<file path="config.mk">
export PLATFORM = sky130hd
export DESIGN_NAME = paged_bump_allocator
export DESIGN_NICKNAME = d
export VERILOG_FILES = /design/src/design/pba_pkg.sv /design/src/design/paged_bump_allocator.sv
export VERILOG_INCLUDE_DIRS = /design/src /design/src/design
export SDC_FILE = /design/constraint.sdc
export NUM_CORES = 1
export LEC_CHECK = 0
export BUFFER_PORTS_ARGS = -buffer_cell sky130_fd_sc_hd__buf_2
export CORE_MARGIN = 1
export CORE_UTILIZATION = 30
export CTS_CLUSTER_DIAMETER = 150
export CTS_CLUSTER_SIZE = 24
export DETAILED_ROUTE_END_ITERATION = 12
export GPL_TIMING_DRIVEN = 0
export PLACE_DENSITY = 0.56
export SYNTH_ARGS = -nofsm -noshare
export SYNTH_HDL_FRONTEND = slang
export SYNTH_SLANG_ARGS = --single-unit
</file>
<file path="constraint.sdc">
create_clock -name clk -period 8.3 [get_ports clk]
set_input_delay 0.83 -clock clk [delete_from_list [all_inputs] [get_ports clk]]
set_output_delay 0.83 -clock clk [all_outputs]
set_load 0.01 [all_outputs]
</file>
<file path="src/design/paged_bump_allocator_assert.svh">
// assertion macros for the paged bump allocator
`ifndef PAGED_BUMP_ALLOCATOR_ASSERT_SVH
`define PAGED_BUMP_ALLOCATOR_ASSERT_SVH

`ifndef SYNTHESIS

// condition holds at every edge outside reset
`define PBA_ASSERT(lbl, clk, rst_n, cond) \
  lbl: assert property (@(posedge clk) disable iff (!rst_n) (cond)) \
    else $error("paged bump allocator check failed");

// trigger implies consequence in the next cycle
`define PBA_ASSERT_NEXT(lbl, clk, rst_n, trig, cons) \
  lbl: assert property (@(posedge clk) disable iff (!rst_n) (trig) |=> (cons)) \
    else $error("paged bump allocator sequence check failed");

`else

`define PBA_ASSERT(lbl, clk, rst_n, cond)
`define PBA_ASSERT_NEXT(lbl, clk, rst_n, trig, cons)

`endif

`endif

</file>
<file path="src/design/pba_pkg.sv">
// constants shared by the paged bump allocator
`default_nettype none

package pba_pkg;

  localparam int DEFAULT_MAX_PAGES = 16;

  localparam int SIZE_W   = 13;
  localparam int HDR_W    = 8;
  localparam int PAGE_W   = 4;
  localparam int OFFSET_W = 12;
  localparam int STATUS_W = 2;
  localparam int CFG_IDX_W = 2;

  localparam logic [SIZE_W-1:0]   PAGE_LIMIT   = 13'd4096;
  localparam logic [OFFSET_W-1:0] OFFSET_MAX   = 12'hFFF;
  localparam logic [SIZE_W-1:0]   RESET_PAGE_SIZE = 13'd4096;
  localparam logic [HDR_W-1:0]    RESET_HEADER    = 8'd24;

  localparam logic [STATUS_W-1:0] ST_GRANTED = 2'd0;
  localparam logic [STATUS_W-1:0] ST_NO_PAGE = 2'd1;
  localparam logic [STATUS_W-1:0] ST_TOO_BIG = 2'd2;

  localparam logic [CFG_IDX_W-1:0] REG_PAGE_SIZE = 2'd0;
  localparam logic [CFG_IDX_W-1:0] REG_HEADER    = 2'd1;

endpackage

`default_nettype wire

</file>
<file path="src/design/paged_bump_allocator.sv">
// Paged bump allocator: one request at a time, pages searched newest to oldest through one
// page-use memory and a single room compare. On accept the size is checked against the page
// capacity and the newest page is read; the pages are then visited one by one, as the memory
// gives one page's use per cycle, and at last the result is loaded into the output register.
// A request larger than the capacity goes to the output register without a page search.
// in_stall is high from accept until the result has been moved to the output register; that
// register holds while out_stall is high.
`default_nettype none

`include "paged_bump_allocator_assert.svh"

module paged_bump_allocator #(
  parameter int MAX_PAGES = pba_pkg::DEFAULT_MAX_PAGES
) (
  input  wire logic                           clk,
  input  wire logic                           rst_n,
  input  wire logic                           cfg_valid,
  output logic                                cfg_ready,
  input  wire logic [pba_pkg::CFG_IDX_W-1:0]  cfg_index,
  input  wire logic [pba_pkg::SIZE_W-1:0]     cfg_data,
  input  wire logic                           in_valid,
  output logic                                in_stall,
  input  wire logic [pba_pkg::SIZE_W-1:0]     in_request_size,
  output logic                                out_valid,
  input  wire logic                           out_stall,
  output logic [pba_pkg::PAGE_W-1:0]          out_page_index,
  output logic [pba_pkg::OFFSET_W-1:0]        out_byte_offset,
  output logic                                out_opened_page,
  output logic [pba_pkg::STATUS_W-1:0]        out_status
);

  localparam int AW = (MAX_PAGES > 1) ? $clog2(MAX_PAGES) : 1;
  localparam int CW = $clog2(MAX_PAGES + 1);
  localparam int SW = pba_pkg::SIZE_W;
  localparam int HW = pba_pkg::HDR_W;
  localparam int PW = pba_pkg::PAGE_W;
  localparam int OW = pba_pkg::OFFSET_W;
  localparam int TW = pba_pkg::STATUS_W;

  typedef enum logic [1:0] {
    S_IDLE,
    S_SEARCH,
    S_PEND
  } state_t;

  state_t          state_r, state_nxt;
  logic [SW-1:0]   page_size_r, page_size_nxt;
  logic [HW-1:0]   header_r, header_nxt;
  logic [CW-1:0]   count_r, count_nxt;
  logic            p0_written_r, p0_written_nxt;
  logic [SW-1:0]   size_r, size_nxt;
  logic [SW-1:0]   cap_r, cap_nxt;
  logic [AW-1:0]   cur_r, cur_nxt;
  logic [PW-1:0]   res_page_r, res_page_nxt;
  logic [OW-1:0]   res_off_r, res_off_nxt;
  logic            res_open_r, res_open_nxt;
  logic [TW-1:0]   res_status_r, res_status_nxt;
  logic            out_valid_r, out_valid_nxt;
  logic [PW-1:0]   out_page_r, out_page_nxt;
  logic [OW-1:0]   out_off_r, out_off_nxt;
  logic            out_open_r, out_open_nxt;
  logic [TW-1:0]   out_status_r, out_status_nxt;

  // page use memory
  logic [SW-1:0]   used_mem [MAX_PAGES];
  logic [SW-1:0]   rd_data_r;
  logic [AW-1:0]   rd_addr;
  logic            mem_we;
  logic [AW-1:0]   mem_wa;
  logic [SW-1:0]   mem_wd;

  logic            in_beat;
  logic [SW-1:0]   ps_c;
  logic [SW-1:0]   cap_c;
  logic            too_big_c;
  logic [CW-1:0]   count_m1;
  logic [SW-1:0]   used_c;
  logic [SW-1:0]   room_c;
  logic            fit_c;
  logic [SW:0]     off_sum;
  logic [OW-1:0]   off_c;
  logic [AW+PW-1:0] cur_ext;
  logic [CW+PW-1:0] count_ext;

  assign cfg_ready = 1'b1;
  assign in_stall  = (state_r != S_IDLE);
  assign in_beat   = in_valid && !in_stall;

  assign out_valid       = out_valid_r;
  assign out_page_index  = out_page_r;
  assign out_byte_offset = out_off_r;
  assign out_opened_page = out_open_r;
  assign out_status      = out_status_r;

  // capacity from current registers, clamped page size
  assign ps_c      = (page_size_r > pba_pkg::PAGE_LIMIT) ? pba_pkg::PAGE_LIMIT : page_size_r;
  assign cap_c     = (ps_c > {{(SW-HW){1'b0}}, header_r}) ?
                     (ps_c - {{(SW-HW){1'b0}}, header_r}) : '0;
  assign too_big_c = (in_request_size > cap_c);
  assign count_m1  = count_r - {{(CW-1){1'b0}}, 1'b1};

  // shared room check on the page just read
  assign used_c  = ((cur_r == '0) && !p0_written_r) ? '0 : rd_data_r;
  assign room_c  = (cap_r > used_c) ? (cap_r - used_c) : '0;
  assign fit_c   = (size_r <= room_c);
  assign off_sum = {{(SW+1-HW){1'b0}}, header_r} + {1'b0, used_c};
  assign off_c   = (off_sum > {{(SW+1-OW){1'b0}}, pba_pkg::OFFSET_MAX}) ?
                   pba_pkg::OFFSET_MAX : off_sum[OW-1:0];

  assign cur_ext   = {{PW{1'b0}}, cur_r};
  assign count_ext = {{PW{1'b0}}, count_r};

  always_comb begin
    rd_addr = cur_r;
    if (state_r == S_IDLE) begin
      rd_addr = count_m1[AW-1:0];
    end else if (state_r == S_SEARCH) begin
      rd_addr = cur_r - {{(AW-1){1'b0}}, 1'b1};
    end
  end

  always_ff @(posedge clk) begin
    if (mem_we) begin
      used_mem[mem_wa] <= mem_wd;
    end
    rd_data_r <= used_mem[rd_addr];
  end

  always_comb begin
    state_nxt      = state_r;
    page_size_nxt  = page_size_r;
    header_nxt     = header_r;
    count_nxt      = count_r;
    p0_written_nxt = p0_written_r;
    size_nxt       = size_r;
    cap_nxt        = cap_r;
    cur_nxt        = cur_r;
    res_page_nxt   = res_page_r;
    res_off_nxt    = res_off_r;
    res_open_nxt   = res_open_r;
    res_status_nxt = res_status_r;
    out_valid_nxt  = out_valid_r && out_stall;
    out_page_nxt   = out_page_r;
    out_off_nxt    = out_off_r;
    out_open_nxt   = out_open_r;
    out_status_nxt = out_status_r;
    mem_we         = 1'b0;
    mem_wa         = cur_r;
    mem_wd         = used_c + size_r;

    if (cfg_valid && cfg_ready) begin
      unique case (cfg_index)
        pba_pkg::REG_PAGE_SIZE: page_size_nxt = cfg_data;
        pba_pkg::REG_HEADER:    header_nxt    = cfg_data[HW-1:0];
        default: ;
      endcase
    end

    unique case (state_r)
      S_IDLE: begin
        if (in_beat) begin
          size_nxt = in_request_size;
          cap_nxt  = cap_c;
          cur_nxt  = count_m1[AW-1:0];
          if (too_big_c) begin
            res_page_nxt   = '0;
            res_off_nxt    = '0;
            res_open_nxt   = 1'b0;
            res_status_nxt = pba_pkg::ST_TOO_BIG;
            state_nxt      = S_PEND;
          end else begin
            state_nxt = S_SEARCH;
          end
        end
      end
      S_SEARCH: begin
        if (fit_c) begin
          mem_we         = 1'b1;
          mem_wa         = cur_r;
          mem_wd         = used_c + size_r;
          if (cur_r == '0) begin
            p0_written_nxt = 1'b1;
          end
          res_page_nxt   = cur_ext[PW-1:0];
          res_off_nxt    = off_c;
          res_open_nxt   = 1'b0;
          res_status_nxt = pba_pkg::ST_GRANTED;
          state_nxt      = S_PEND;
        end else if (cur_r == '0) begin
          // oldest page full too: open the next one or give up
          if (count_r < CW'(MAX_PAGES)) begin
            mem_we         = 1'b1;
            mem_wa         = count_r[AW-1:0];
            mem_wd         = size_r;
            count_nxt      = count_r + {{(CW-1){1'b0}}, 1'b1};
            res_page_nxt   = count_ext[PW-1:0];
            res_off_nxt    = {{(OW-HW){1'b0}}, header_r};
            res_open_nxt   = 1'b1;
            res_status_nxt = pba_pkg::ST_GRANTED;
          end else begin
            res_page_nxt   = '0;
            res_off_nxt    = '0;
            res_open_nxt   = 1'b0;
            res_status_nxt = pba_pkg::ST_NO_PAGE;
          end
          state_nxt = S_PEND;
        end else begin
          cur_nxt = cur_r - {{(AW-1){1'b0}}, 1'b1};
        end
      end
      S_PEND: begin
        if (!out_valid_r || !out_stall) begin
          out_valid_nxt  = 1'b1;
          out_page_nxt   = res_page_r;
          out_off_nxt    = res_off_r;
          out_open_nxt   = res_open_r;
          out_status_nxt = res_status_r;
          state_nxt      = S_IDLE;
        end
      end
      default: state_nxt = S_IDLE;
    endcase
  end

  always_ff @(posedge clk) begin
    if (!rst_n) begin
      state_r      <= S_IDLE;
      page_size_r  <= pba_pkg::RESET_PAGE_SIZE;
      header_r     <= pba_pkg::RESET_HEADER;
      count_r      <= {{(CW-1){1'b0}}, 1'b1};
      p0_written_r <= 1'b0;
      out_valid_r  <= 1'b0;
    end else begin
      state_r      <= state_nxt;
      page_size_r  <= page_size_nxt;
      header_r     <= header_nxt;
      count_r      <= count_nxt;
      p0_written_r <= p0_written_nxt;
      out_valid_r  <= out_valid_nxt;
    end
    size_r       <= size_nxt;
    cap_r        <= cap_nxt;
    cur_r        <= cur_nxt;
    res_page_r   <= res_page_nxt;
    res_off_r    <= res_off_nxt;
    res_open_r   <= res_open_nxt;
    res_status_r <= res_status_nxt;
    out_page_r   <= out_page_nxt;
    out_off_r    <= out_off_nxt;
    out_open_r   <= out_open_nxt;
    out_status_r <= out_status_nxt;
  end

  `PBA_ASSERT(a_count_range, clk, rst_n, (count_r != '0) && (count_r <= CW'(MAX_PAGES)))
  `PBA_ASSERT(a_search_in_open, clk, rst_n, (state_r != S_SEARCH) || (cur_r < count_r[AW-1:0]) || (count_r == CW'(MAX_PAGES)))
  `PBA_ASSERT_NEXT(a_too_big_flag, clk, rst_n, in_beat && too_big_c, (state_r == S_PEND) && (res_status_r == pba_pkg::ST_TOO_BIG))
  `PBA_ASSERT_NEXT(a_count_from_search, clk, rst_n, (state_r != S_SEARCH), $stable(count_r))

endmodule

`default_nettype wire

</file>
==> results.py <==
metrics = {
    "timing": {
        "setup_viol": 0,
        "hold_ws_ns": 0.426,
        "worstMarginPinSlew_ns": 1.17,
        "max_slew_margin_pct": 21.9,
        "maxSlewViolCount": 0,
        "finClkSkew_ns": 0.0280,
        "grt_setup_unrepaired": "false",
        "fin_crit_sh_pct": 91.3,
        "fmax_mhz": 132,
        "period_minus_slack_ns": 7.58,
        "hold_violations": 0,
    },
    "critical_path": {
        "crit_path_cell_trace": "clkbuf_1 > inv_1 > ha_1 > or4b_1 > clkbuf_1 > clkbuf_1 > nand2_1 > ha_1 > nand3_1 > a21oi_1 > o21ai_0 > a2bb2oi_1 > a31oi_1 > nand2_1 > ha_1 > a21oi_1 > a21boi_0 > o31ai_1 > a21o_1 > buf_2 > mux2_2 > nor3_4",
        "cp_top_family": "compound AO/OA/AOI/OAI gates",
        "slowest_delay_ns": 0.85,
        "end_kind": "flip-flop",
        "ff2ff_setup_slack_ns": 0.72,
        "cp_num_buf_inv": 5,
        "critPathSlowestCell": "o31ai_1",
        "crit_type": "reg -> reg",
        "worstPathRequired_ns": 8.45,
        "arrival_ns": 7.72,
        "startpoint_type": "flip-flop",
        "worstPathMaxFanout": 13,
    },
    "clock_network": {
        "cts_buffer_depth": 3,
        "clk_pin_slew_ns": 0.10,
        "post_cts_buffers": 0,
        "cts_root_buffer": "clkbuf_16",
        "clock_latency_ns": 0.53,
        "numCtsBuffers": 17,
        "cts_tree": "built",
        "ctsResizeCount": 0,
        "cts_sinks": 319,
        "htree_levels": 1,
        "hold_buffers": 0,
    },
    "route": {
        "routed.top_layer": "met4",
        "via_count": 9547,
        "drt-pass1-iter-count": 5,
        "final_antenna_net_count": 0,
        "drt_iter0_drc": 730,
        "wl_um": 37300,
        "wl_met3_um": 1310,
        "vias_per_cell": 5.01,
        "wire_per_inst_um": 19.6,
        "drc": 0,
        "met2_length_um": 17600,
        "route.layer.met1.wl_um": 17800,
    },
    "floorplan": {
        "die_w_um": 229,
        "pin_count": 55,
        "die-area_um2": 52500,
        "coreArea_um2": 50600,
        "die_h_um": 229,
        "start_util_pct": 30.6,
        "std_cell_rows": 82,
    },
    "cells_and_area": {
        "final_area_um2": 17300,
        "area_delta_synth_final_pct": 11.8,
        "register_area_um2": 9150,
        "layout_commonest_cell": "edfxtp_1",
        "final_cell_mix": "edfxtp_1, nand2_1, ha_1, buf_2, a21oi_1",
        "num_antenna_cells": 0,
        "nets": 1332,
        "utilization_pct": 34.2,
        "fillers": 4933,
        "multiInputGateArea_um2": 5990,
        "drive_gt1_share_pct": 17.3,
    },
    "global_route": {
        "grt_usage_pct": 14.2,
        "gr-total-overflow": 0,
        "grt_pass1_wl_um": 57800,
        "antenna_found_initial": 0,
        "grt_max_degree": 27,
        "grt_pass1_vias": 9549,
    },
    "synth": {
        "syn_area_per_cell_um2": 13.7,
        "synth_edf_count": 276,
        "synthCells": 1132,
        "synthFlopType": "edfxtp_1",
        "synth_area_um2": 15500,
        "yosys_warnings": 0,
        "ys_ff_latch": 319,
        "ys_seq_area_share_pct": 59.1,
        "syn_nets": 1243,
        "synth_cell_types": 80,
        "ys_async_sr_fraction_pct": 0,
    },
    "placed_design": {
        "placed_area_um2": 16800,
        "io_buffers": 52,
        "dp_hpwl_um": 27400,
        "globalplace.congestion": 0.878,
    },
    "run_status": {
        "status": "finished, final reports clean",
    },
    "run": {
        "maxCapViolCount": 0,
    },
    "worst_hold_path": {
        "hold_class": "reg -> reg",
    },
    "pwr": {
        "power_density_nw_per_um2": 309,
        "max-vdd-ir-drop_uv": 163,
        "p_leak_uw": 0.00604,
    },
}
-- flip-flops by register name (all words and copies together), names as in the netlist, 5 cells and up --
register and flops:
out_byte_offset 12, rd_data_r 13, count_r 5, res_off_r 12, used_mem 208, page_size_r 13, size_r 13, header_r 8
cap_r 13
-- per-layer routing --
| layer | vias up | GRT usage [%] |
|---|---|---|
| met5 | - | 0 |
| met3 | 26 | 1.51 |
| met2 | 190 | 23.4 |
| li1 | 4542 | - |
| met1 | 4789 | 20.3 |
| met4 | 0 | 2.81 |
-- logic make-up (layout without fill, tap and decap cells) --
logic type / Yosys count / after routing / synth area share (%)
AO/OA/AOI/OAI: 234 / 234 / 10.2
buffers and inverters: 97 / 197 / 2.76
XOR/XNOR: 32 / 32 / 1.81
multiplexers: 108 / 108 / 11.2
adder cells (fa/ha/maj): 78 / 78 / 6.49
other: 1 / 1 / 0.0242
flip-flops: 319 / 319 / 59.1
AND/OR/NAND/NOR: 263 / 263 / 8.41
-- cell type report --
type                       instances  share of cell area (%)
clock inverter                     2                   0.166
timing repair buffer              70                    2.43
clock buffer                      28                    2.69
sequential                       319                    52.8
buffer                            48                    1.41
inverter                          49                    1.06
multi-input combinational        716                    34.6
tap                              672                    4.85
-- per-stage QoR --
stage          power, µW  setup WS (ns)  std cells  TNS, ns
6_report            5350          0.724       1904        0
5_1_grt             5670          0.191       1904        0
4_1_cts             5390          0.140       1901        0
3_5_place_dp        4470          0.165       1871        0
3_3_place_gp        4330         -0.567       1856   -16.84
2_1_floorplan       3740           2.05       1132        0
-- worst paths after layout --
path / cells after the start / from / end
setup / recovery: 22 / cur_r[0]$_DFFE_PP_ / used_mem[8][5]$_DFFE_PP_
hold / removal: 0 / res_off_r[0]$_SDFFCE_PN0P_ / out_byte_offset[0]$_DFFE_PP_
setup reg to reg: 22 / cur_r[0]$_DFFE_PP_ / used_mem[8][5]$_DFFE_PP_
hold reg to reg: 0 / res_off_r[0]$_SDFFCE_PN0P_ / out_byte_offset[0]$_DFFE_PP_
-- cell usage after synthesis, types with 4 or more instances --
cell type,count,share of area (%)
clkbuf_1,22,0.53
mux2i_1,52,3.4
nand2b_1,9,0.36
xnor2_1,21,1.2
a22o_1,4,0.23
nand2_1,94,2.3
o211a_1,9,0.58
nand4_1,14,0.57
mux2_2,4,0.29
mux4_2,52,7.6
edfxtp_1,276,54
nor2b_1,18,0.73
buf_6,5,0.36
inv_1,46,1.1
or2_2,7,0.28
o2bb2ai_1,8,0.45
a21o_1,11,0.53
o31ai_1,7,0.34
fa_1,4,0.52
xor2_1,11,0.62
a21oi_1,71,2.3
a21boi_0,4,0.19
ha_1,74,6.0
nor4_1,6,0.24
a211oi_1,13,0.63
buf_2,18,0.58
nor3_1,21,0.68
a2111oi_0,4,0.23
o21bai_1,5,0.24
o211ai_1,15,0.73
nor2_1,50,1.2
dfxtp_1,43,5.6
nand3_1,13,0.42
a31oi_1,8,0.32
o21a_1,14,0.68
o21ai_0,33,1.1
and2_1,4,0.16
-- power by group --
part	internal, µW	total (µW)	switching [µW]
Sequential	2240	2290	49.3
Clock	399	920	521
Combinational	771	2140	1370
No activity file was read; power rests on OpenSTA's default activity.
